`config.mk`:
```
export PLATFORM = sky130hd
export DESIGN_NAME = led_matrix_frame_scan_unit
export DESIGN_NICKNAME = d
export VERILOG_FILES = /design/src/lmfs_pkg.sv /design/src/lmfs_front.sv /design/src/lmfs_cmd_fifo.sv /design/src/lmfs_back.sv /design/src/led_matrix_frame_scan_unit.sv
export SDC_FILE = /design/constraint.sdc
export NUM_CORES = 2
export LEC_CHECK = 0
export ABC_AREA = 1
export BUFFER_PORTS_ARGS = -buffer_cell sky130_fd_sc_hd__buf_2
export CORE_ASPECT_RATIO = 1.2
export CORE_MARGIN = 4
export CORE_UTILIZATION = 41
export CTS_CLUSTER_SIZE = 8
export DETAILED_ROUTE_END_ITERATION = 12
export SLEW_MARGIN = 40
export SYNTH_ARGS = -nofsm -noshare
export SYNTH_HDL_FRONTEND = slang
export SYNTH_SLANG_ARGS = --single-unit
```
`constraint.sdc`:
```
create_clock -name clk -period 9.4 [get_ports clk]
set_input_delay 1.41 -clock clk [delete_from_list [all_inputs] [get_ports clk]]
set_output_delay 1.41 -clock clk [all_outputs]
set_load 0.05 [all_outputs]
```
`src/lmfs_pkg.sv`:
```
// lmfs_pkg: shared codes and the command record for the LED matrix frame scan unit.
// No dependencies; imported by the front classifier, command queue and back end.
package lmfs_pkg;

  // request action codes as they arrive on in_action
  localparam logic [1:0] ACT_DRAW    = 2'd0;
  localparam logic [1:0] ACT_FLIP    = 2'd1;
  localparam logic [1:0] ACT_REFRESH = 2'd2;

  // command kinds carried through the queue
  localparam logic [1:0] CMD_DRAW    = 2'd0;
  localparam logic [1:0] CMD_FLIP    = 2'd1;
  localparam logic [1:0] CMD_REFRESH = 2'd2;

  // command queue depth (power of two) and pointer width
  localparam int QDEPTH = 2;
  localparam int QPW    = 1;

  typedef struct packed {
    logic [1:0] kind;
    logic [5:0] col;
    logic [4:0] row;
    logic [2:0] color;
  } cmd_t;

endpackage

```
`src/lmfs_front.sv`:
```
// lmfs_front: classifies incoming requests into queue commands, drops off-panel
// draws and unused actions. Depends on lmfs_pkg.
module lmfs_front #(
  parameter int COLUMNS       = 32,
  parameter int ROWS_PER_HALF = 8
) (
  input  logic               [1:0] action,
  input  logic signed        [6:0] pos_x,
  input  logic signed        [5:0] pos_y,
  input  logic               [7:0] pixel_color,
  output logic                     keep,
  output lmfs_pkg::cmd_t           cmd
);
  import lmfs_pkg::*;

  localparam logic [6:0] COL_LIM = 7'(COLUMNS);
  localparam logic [5:0] ROW_LIM = 6'(2 * ROWS_PER_HALF);

  logic x_on;
  logic y_on;

  assign x_on = !pos_x[6] && ({1'b0, pos_x[5:0]} < COL_LIM);
  assign y_on = !pos_y[5] && ({1'b0, pos_y[4:0]} < ROW_LIM);

  always_comb begin
    cmd.col   = pos_x[5:0];
    cmd.row   = pos_y[4:0];
    cmd.color = pixel_color[7:5];  // blue, green, red
    cmd.kind  = CMD_DRAW;
    keep      = 1'b0;
    case (action)
      ACT_DRAW: begin
        cmd.kind = CMD_DRAW;
        keep     = x_on && y_on;
      end
      ACT_FLIP: begin
        cmd.kind = CMD_FLIP;
        keep     = 1'b1;
      end
      ACT_REFRESH: begin
        cmd.kind = CMD_REFRESH;
        keep     = 1'b1;
      end
      default: begin
        keep = 1'b0;
      end
    endcase
  end

endmodule

```
`src/lmfs_cmd_fifo.sv`:
```
// lmfs_cmd_fifo: short command queue between the front classifier and the back end.
// Depends on lmfs_pkg for the command record and depth.
module lmfs_cmd_fifo (
  input  logic           clk,
  input  logic           rst_n,
  input  logic           push,
  input  lmfs_pkg::cmd_t din,
  output logic           full,
  input  logic           pop,
  output logic           empty,
  output lmfs_pkg::cmd_t dout
);
  import lmfs_pkg::*;

  cmd_t           mem_r [QDEPTH];
  logic [QPW-1:0] wr_ptr_r;
  logic [QPW-1:0] wr_ptr_nxt;
  logic [QPW-1:0] rd_ptr_r;
  logic [QPW-1:0] rd_ptr_nxt;
  logic [QPW:0]   cnt_r;
  logic [QPW:0]   cnt_nxt;
  logic           do_push;
  logic           do_pop;

  assign full    = (cnt_r == (QPW + 1)'(QDEPTH));
  assign empty   = (cnt_r == '0);
  assign dout    = mem_r[rd_ptr_r];
  assign do_push = push && !full;
  assign do_pop  = pop && !empty;

  always_comb begin
    wr_ptr_nxt = do_push ? wr_ptr_r + 1'b1 : wr_ptr_r;
    rd_ptr_nxt = do_pop ? rd_ptr_r + 1'b1 : rd_ptr_r;
    cnt_nxt    = cnt_r;
    if (do_push && !do_pop) begin
      cnt_nxt = cnt_r + 1'b1;
    end else if (do_pop && !do_push) begin
      cnt_nxt = cnt_r - 1'b1;
    end
  end

  always_ff @(posedge clk) begin
    if (!rst_n) begin
      wr_ptr_r <= '0;
      rd_ptr_r <= '0;
      cnt_r    <= '0;
    end else begin
      wr_ptr_r <= wr_ptr_nxt;
      rd_ptr_r <= rd_ptr_nxt;
      cnt_r    <= cnt_nxt;
    end
  end

  always_ff @(posedge clk) begin
    if (do_push) begin
      mem_r[wr_ptr_r] <= din;
    end
  end

`ifndef ASSERT_OFF
  a_pop_nonempty: assert property (@(posedge clk) disable iff (!rst_n)
    pop |-> !empty) else $error("command queue popped while empty");
  a_push_lands: assert property (@(posedge clk) disable iff (!rst_n)
    push && !full && !pop |=> !empty) else $error("pushed command lost");
  a_cnt_bound: assert property (@(posedge clk) disable iff (!rst_n)
    cnt_r <= (QPW + 1)'(QDEPTH)) else $error("command queue count out of range");
`endif

endmodule

```
`src/lmfs_back.sv`:
```
// lmfs_back: frame store, buffer select, scan row and the column shift sequencer.
// Depends on lmfs_pkg; store is a row-wide memory with per-row valid bits.
module lmfs_back #(
  parameter int COLUMNS       = 32,
  parameter int ROWS_PER_HALF = 8
) (
  input  logic           clk,
  input  logic           rst_n,
  input  logic           cmd_valid,
  input  lmfs_pkg::cmd_t cmd,
  output logic           cmd_pop,
  input  logic           disp_en,
  output logic           out_strobe,
  output logic [2:0]     out_row_address,
  output logic [4:0]     out_column_index,
  output logic [2:0]     out_top_color,
  output logic [2:0]     out_bottom_color,
  output logic           out_last_of_row
);
  import lmfs_pkg::*;

  localparam int CW   = (COLUMNS > 1) ? $clog2(COLUMNS) : 1;
  localparam int RW   = $clog2(ROWS_PER_HALF);
  localparam int FR   = 2 * ROWS_PER_HALF;   // rows per frame
  localparam int NROW = 2 * FR;              // rows in store
  localparam int AW   = $clog2(NROW);
  localparam int WW   = 3 * COLUMNS;

  localparam logic [AW-1:0] FRAME_OFS = AW'(FR);
  localparam logic [AW-1:0] HALF_OFS  = AW'(ROWS_PER_HALF);
  localparam logic [CW-1:0] LAST_COL  = CW'(COLUMNS - 1);
  localparam logic [RW-1:0] LAST_ROW  = RW'(ROWS_PER_HALF - 1);

  localparam logic [1:0] ST_IDLE  = 2'd0;
  localparam logic [1:0] ST_DRAW  = 2'd1;
  localparam logic [1:0] ST_LOAD  = 2'd2;
  localparam logic [1:0] ST_SHIFT = 2'd3;

  logic [WW-1:0]   mem [NROW];

  logic [1:0]      state_r, state_nxt;
  logic            back_sel_r, back_sel_nxt;
  logic [RW-1:0]   scan_row_r, scan_row_nxt;
  logic [NROW-1:0] valid_r, valid_nxt;
  logic [CW-1:0]   col_r, col_nxt;

  logic [RW-1:0]   prev_row_r;
  logic [AW-1:0]   wr_addr_r;
  logic [CW-1:0]   d_col_r;
  logic [2:0]      d_color_r;
  logic [WW-1:0]   rd_a_r, rd_b_r;
  logic            va_r, vb_r;
  logic [WW-1:0]   top_sh_r, bot_sh_r;

  logic [RW-1:0]   new_row;
  logic [AW-1:0]   front_base, back_base;
  logic [AW-1:0]   draw_addr, rd_a_addr, rd_b_addr;
  logic            wr_en;
  logic [WW-1:0]   wr_data;

  assign new_row    = (scan_row_r == LAST_ROW) ? '0 : scan_row_r + 1'b1;
  assign front_base = back_sel_r ? '0 : FRAME_OFS;
  assign back_base  = back_sel_r ? FRAME_OFS : '0;
  assign draw_addr  = back_base + AW'(cmd.row);
  assign rd_a_addr  = (cmd.kind == CMD_DRAW) ? draw_addr : front_base + AW'(new_row);
  assign rd_b_addr  = front_base + HALF_OFS + AW'(new_row);
  assign cmd_pop    = (state_r == ST_IDLE) && cmd_valid;
  assign wr_en      = (state_r == ST_DRAW);

  // read-modify-write of one row for a draw; an unwritten row reads as black
  always_comb begin
    wr_data = va_r ? rd_a_r : '0;
    for (int c = 0; c < COLUMNS; c++) begin
      if (CW'(c) == d_col_r) begin
        wr_data[3*c +: 3] = d_color_r;
      end
    end
  end

  always_comb begin
    state_nxt    = state_r;
    back_sel_nxt = back_sel_r;
    scan_row_nxt = scan_row_r;
    valid_nxt    = valid_r;
    col_nxt      = col_r;
    case (state_r)
      ST_IDLE: begin
        if (cmd_valid) begin
          case (cmd.kind)
            CMD_DRAW: begin
              state_nxt = ST_DRAW;
            end
            CMD_FLIP: begin
              back_sel_nxt = !back_sel_r;
              // new back frame reads as cleared
              for (int i = 0; i < NROW; i++) begin
                if ((i >= FR) == !back_sel_r) begin
                  valid_nxt[i] = 1'b0;
                end
              end
            end
            CMD_REFRESH: begin
              scan_row_nxt = new_row;
              state_nxt    = ST_LOAD;
            end
            default: begin
            end
          endcase
        end
      end
      ST_DRAW: begin
        valid_nxt[wr_addr_r] = 1'b1;
        state_nxt            = ST_IDLE;
      end
      ST_LOAD: begin
        col_nxt   = '0;
        state_nxt = ST_SHIFT;
      end
      ST_SHIFT: begin
        if (col_r == LAST_COL) begin
          state_nxt = ST_IDLE;
        end else begin
          col_nxt = col_r + 1'b1;
        end
      end
      default: begin
        state_nxt = ST_IDLE;
      end
    endcase
  end

  always_ff @(posedge clk) begin
    if (!rst_n) begin
      state_r    <= ST_IDLE;
      back_sel_r <= 1'b1;
      scan_row_r <= '0;
      valid_r    <= '0;
      col_r      <= '0;
    end else begin
      state_r    <= state_nxt;
      back_sel_r <= back_sel_nxt;
      scan_row_r <= scan_row_nxt;
      valid_r    <= valid_nxt;
      col_r      <= col_nxt;
    end
  end

  // frame store: one write port, two registered read ports
  always_ff @(posedge clk) begin
    if (wr_en) begin
      mem[wr_addr_r] <= wr_data;
    end
    rd_a_r <= mem[rd_a_addr];
    rd_b_r <= mem[rd_b_addr];
  end

  always_ff @(posedge clk) begin
    va_r <= valid_r[rd_a_addr];
    vb_r <= valid_r[rd_b_addr];
    if (cmd_pop) begin
      wr_addr_r  <= draw_addr;
      d_col_r    <= CW'(cmd.col);
      d_color_r  <= cmd.color;
      prev_row_r <= scan_row_r;
    end
    if (state_r == ST_LOAD) begin
      top_sh_r <= (disp_en && va_r) ? rd_a_r : '0;
      bot_sh_r <= (disp_en && vb_r) ? rd_b_r : '0;
    end else if (state_r == ST_SHIFT) begin
      top_sh_r <= top_sh_r >> 3;
      bot_sh_r <= bot_sh_r >> 3;
    end
  end

  assign out_strobe       = (state_r == ST_SHIFT);
  assign out_row_address  = 3'(prev_row_r);
  assign out_column_index = 5'(col_r);
  assign out_top_color    = top_sh_r[2:0];
  assign out_bottom_color = bot_sh_r[2:0];
  assign out_last_of_row  = out_strobe && (col_r == LAST_COL);

`ifndef ASSERT_OFF
  a_row_ends: assert property (@(posedge clk) disable iff (!rst_n)
    out_strobe && out_last_of_row |=> !out_strobe)
    else $error("results continue past last column");
  a_col_step: assert property (@(posedge clk) disable iff (!rst_n)
    out_strobe && !out_last_of_row |=> out_strobe && col_r == $past(col_r) + 1'b1)
    else $error("column sequence broken");
  a_draw_src: assert property (@(posedge clk) disable iff (!rst_n)
    state_r == ST_DRAW |-> $past(cmd_pop) && $past(cmd.kind) == CMD_DRAW)
    else $error("draw write without a popped draw command");
`endif

endmodule

```
`src/led_matrix_frame_scan_unit.sv`:
```
// Refresh results come out one result per cycle, one for each of the COLUMNS columns. A
// refresh runs in the back end as queue pop and memory read, shift-register load, then
// column shift; a draw as a row read-modify-write on the store port; a flip in the pop alone.
// Off-panel draws and unused actions never reach the back end.
// Results cannot be stalled. Reset (rst_n low, synchronous) clears the queue, the sequencer,
// display enable, scan row and sets back buffer 1; the store's row valid bits clear at once.
module led_matrix_frame_scan_unit #(
  parameter int COLUMNS       = 32,
  parameter int ROWS_PER_HALF = 8
) (
  input  logic              clk,
  input  logic              rst_n,
  // request channel
  input  logic              start,
  output logic              busy,
  input  logic        [1:0] in_action,
  input  logic signed [6:0] in_pos_x,
  input  logic signed [5:0] in_pos_y,
  input  logic        [7:0] in_pixel_color,
  // configuration
  input  logic              cfg_we,
  input  logic              cfg_wdata,
  // result channel
  output logic              out_strobe,
  output logic        [2:0] out_row_address,
  output logic        [4:0] out_column_index,
  output logic        [2:0] out_top_color,
  output logic        [2:0] out_bottom_color,
  output logic              out_last_of_row
);
  import lmfs_pkg::*;

  logic cfg_en_r;    // display enable
  logic cfg_en_nxt;

  cmd_t front_cmd;
  cmd_t q_cmd;
  logic front_keep;
  logic q_full;
  logic q_empty;
  logic q_pop;
  logic q_push;

  // configuration register; the user must write it only while the block is idle, the block itself does not enforce this
  assign cfg_en_nxt = cfg_we ? cfg_wdata : cfg_en_r;

  always_ff @(posedge clk) begin
    if (!rst_n) begin
      cfg_en_r <= 1'b0;
    end else begin
      cfg_en_r <= cfg_en_nxt;
    end
  end

  // front: classify the request; dropped requests are accepted and vanish here
  lmfs_front #(
    .COLUMNS       (COLUMNS),
    .ROWS_PER_HALF (ROWS_PER_HALF)
  ) u_front (
    .action      (in_action),
    .pos_x       (in_pos_x),
    .pos_y       (in_pos_y),
    .pixel_color (in_pixel_color),
    .keep        (front_keep),
    .cmd         (front_cmd)
  );

  // a request is taken whenever the queue has room
  assign busy   = q_full;
  assign q_push = start && !busy && front_keep;

  lmfs_cmd_fifo u_queue (
    .clk   (clk),
    .rst_n (rst_n),
    .push  (q_push),
    .din   (front_cmd),
    .full  (q_full),
    .pop   (q_pop),
    .empty (q_empty),
    .dout  (q_cmd)
  );

  // back: frame store and scan sequencer, runs commands in order
  lmfs_back #(
    .COLUMNS       (COLUMNS),
    .ROWS_PER_HALF (ROWS_PER_HALF)
  ) u_back (
    .clk              (clk),
    .rst_n            (rst_n),
    .cmd_valid        (!q_empty),
    .cmd              (q_cmd),
    .cmd_pop          (q_pop),
    .disp_en          (cfg_en_r),
    .out_strobe       (out_strobe),
    .out_row_address  (out_row_address),
    .out_column_index (out_column_index),
    .out_top_color    (out_top_color),
    .out_bottom_color (out_bottom_color),
    .out_last_of_row  (out_last_of_row)
  );

endmodule

```
==> flow_summary.yaml <==
setup_path:
  cp-end-kind: "flip-flop"
  crit_type: "reg -> reg"
  critPathArrivalTime_ns: 5.54
  startpoint_type: "flip-flop"
  worstPathRequired_ns: 10.25
  crit_path_max_fanout: 106
  reg2reg_slack_ns: 4.71
route:
  post-route-drc-count: 0
  antenna_left: 0
  vias: 119000
  wl_per_cell_um: 27.2
  drt_iter0_drc: 16900
  post_drt_via_cell_ratio: 6.04
  wirelength_um: 535000
  drt_first_pass_iters: 6
clocking:
  cts_tree: "yes"
  cts-root-buf: "clkbuf_16"
  cts-buffers-inserted: 486
  cts_hold_buf: 0
  clock_sink_count: 3553
  cts_setup_buffers: 0
  clkSlewWorstSetupHoldPaths_ns: 0.05
  clkLatencyLatePin_ns: 0.97
  clock_path_buffers: 4
  ctsHtreeMaxLevel: 5
  cts_resized: 0
global_routing:
  grt_max_degree: 181
  antenna_found_initial: 8
  grt_pass1_vias: 113000
  grt_use_total_pct: 26.6
  grt-ovfl-total: 0
  grt_pass1_wl_um: 766000
synthesis:
  synth-main-ff-cell: "edfxtp_1"
  yosysWarnings: 0
  synth_edf_count: 3310
  ys_types: 35
  netlist_area_mm2: 0.155
  syn_avg_cell_area_um2: 10.6
  synth_seq_cells: 3553
  syn_inst: 14600
  async_reset_ff_share_pct: 0
  synth_nets: 14600
  yosysSeqAreaShare_pct: 67.3
place:
  port_buffers: 39
  hpwl_um: 255000
  place_congestion: 0.833
  place_ws_ns: 4.54
  place_area_mm2: 0.161
sta:
  finalCriticalPeriod_ns: 4.69
  final_hold_viol_count: 0
  setup_slack_ns: 4.71
  period_share_pct: 49.9
  maxSlewHeadroom_pct: 32.9
  fin_worst_skew_ns: 0.0546
  fin_setup_tns_ns: 0
  finalSetupViolations: 0
  rsz0062_at_grt: "false"
  fmax_mhz: 213
  worst_pin_slew_ns: 1.01
  maxSlewViolCount: 0
power:
  vdd_drop_max_v: 0.000367
  finalPower_w: 0.0589
  power.density_mw_per_mm2: 336
  power.leakage_nw: 62.0
cells_and_area:
  multi_input_area_mm2: 0.0448
  nets: 14300
  fillCellCount: 33500
  drive_gt1_share_pct: 6.84
  final_common_cell: "nand3_1"
  ff_latch_area_mm2: 0.104
  fin_area_mm2: 0.175
  layout_common_cells: "3579 x nand3_1, 3310 x edfxtp_1, 3028 x nand2_1"
  synthToLayoutAreaGrowth_pct: 13.2
floorplan:
  num_rows: 246
  initial_core_util_pct: 41.3
  coreArea_mm2: 0.375
  die_w_um: 569
  dieArea_mm2: 0.388
  die_h_um: 681
  boundaryPins: 45
job:
  drv_cap: 0
run_status:
  outcome: "finished clean"
min_path:
  hold_class: "reg -> reg"
routing by layer:
layer / vias up / GRT usage (%) / share of wire, %
li1: 51500 / - / -
met1: 58200 / 34.7 / 38
met3: 1497 / 5.08 / 11
met5: - / 0 / 0.0086
met2: 7623 / 42.8 / 46
met4: 6 / 12.5 / 5.0
sequential cells by signal, summed over array words and instances (netlist names), named ones only:
signal	flops
u_back.mem	3072
u_back.bot_sh_r	96
u_back.rd_a_r	96
u_back.rd_b_r	96
u_back.top_sh_r	96
u_back.valid_r	32
u_queue.mem_r	30
u_back.d_col_r	5
u_back.out_column_index	5
u_back.wr_addr_r	5
u_back.d_color_r	3
u_back.out_row_address	3
u_back.scan_row_r	3
u_back.state_r	2
u_queue.cnt_r	2
cfg_en_r	1
u_back.back_sel_r	1
u_back.va_r	1
u_back.vb_r	1
u_queue.rd_ptr_r	1
u_queue.wr_ptr_r	1
Yosys cell counts (2+ instances only):
| cell type | n | area [um2] |
|---|---|---|
| a21oi_1 | 85 | 425 |
| buf_1 | 55 | 206 |
| buf_2 | 546 | 2730 |
| buf_4 | 16 | 120 |
| clkbuf_1 | 511 | 1920 |
| dfxtp_1 | 243 | 4860 |
| edfxtp_1 | 3310 | 99400 |
| ha_1 | 9 | 113 |
| inv_1 | 484 | 1820 |
| inv_2 | 9 | 33.8 |
| nand2_1 | 3030 | 11400 |
| nand2_2 | 6 | 37.5 |
| nand2_4 | 3 | 33.8 |
| nand3_1 | 3584 | 17900 |
| nand3_2 | 2 | 20.0 |
| nand3b_1 | 48 | 360 |
| nand4_1 | 12 | 75.1 |
| nor2_1 | 1273 | 4780 |
| nor3_1 | 39 | 195 |
| o211ai_1 | 193 | 1450 |
| o21ai_0 | 747 | 3740 |
| o21ai_1 | 15 | 75.1 |
| o311ai_0 | 176 | 1540 |
| o32ai_1 | 176 | 1540 |
| or2_2 | 2 | 12.5 |
area by class of cell:
cell class / instances / share of cell area (%)
Tap cell: 4960 / 3.54
Antenna cell: 3 / 0.00428
Clock inverter: 13 / 0.110
Inverter: 494 / 1.10
Timing Repair Buffer: 358 / 2.30
Clock buffer: 884 / 7.90
Multi-Input combinational cell: 9408 / 25.5
Sequential cell: 3553 / 59.5
kinds of logic (layout without fill, tap and decap cells):
logic type	count (synthesis)	after routing	synth area share, %
AND/OR/NAND/NOR	8003	8003	22.5
flip-flops	3553	3553	67.3
buffers and inverters	1623	1749	4.42
AO/OA/AOI/OAI	1395	1395	5.68
adder cells (fa/ha/maj)	9	9	0.0727
XOR/XNOR	1	1	0.00566
other	0	3	0
path summary, 6_finish.rpt:
path                                                   startpoint                        endpoint  cells past startpoint
worst max-delay path            u_back.scan_row_r[0]$_SDFFE_PN0P_       u_back.rd_a_r[89]$_DFF_P_                     12
worst min-delay path               u_back.valid_r[5]$_SDFFE_PN0P_  u_back.valid_r[5]$_SDFFE_PN0P_                      2
worst max register to register  u_back.scan_row_r[0]$_SDFFE_PN0P_       u_back.rd_a_r[89]$_DFF_P_                     12
worst min register to register     u_back.valid_r[5]$_SDFFE_PN0P_  u_back.valid_r[5]$_SDFFE_PN0P_                      2
worst max-delay path, cell delays in order (launching register included):
cell	delay, ns
dfxtp_2	0.39
ha_1	0.25
ha_4	0.61
inv_1	0.26
o21ai_4	0.22
buf_12	0.48
buf_16	0.32
buf_4	0.70
buf_12	0.65
nand3_1	0.16
nand3_1	0.16
nand3_1	0.09
nand2_1	0.11
power breakdown:
part	switching, W	internal [W]
Clock	0.00656	0.00977
Combinational	0.0166	0.00570
Sequential	0.000477	0.0199
through the flow:
| step | cells | hold slack [ns] | util (%) |
|---|---|---|---|
| floorplan | 14600 | 0.426 | - |
| global placement | 18700 | 0.436 | 42.5 |
| detailed placement | 18800 | 0.440 | 42.8 |
| CTS | 19700 | 0.449 | 46.6 |
| global route | 19700 | 0.467 | 46.7 |
| finish | 19700 | 0.453 | 46.7 |
Power figures use the tool's default switching activity.
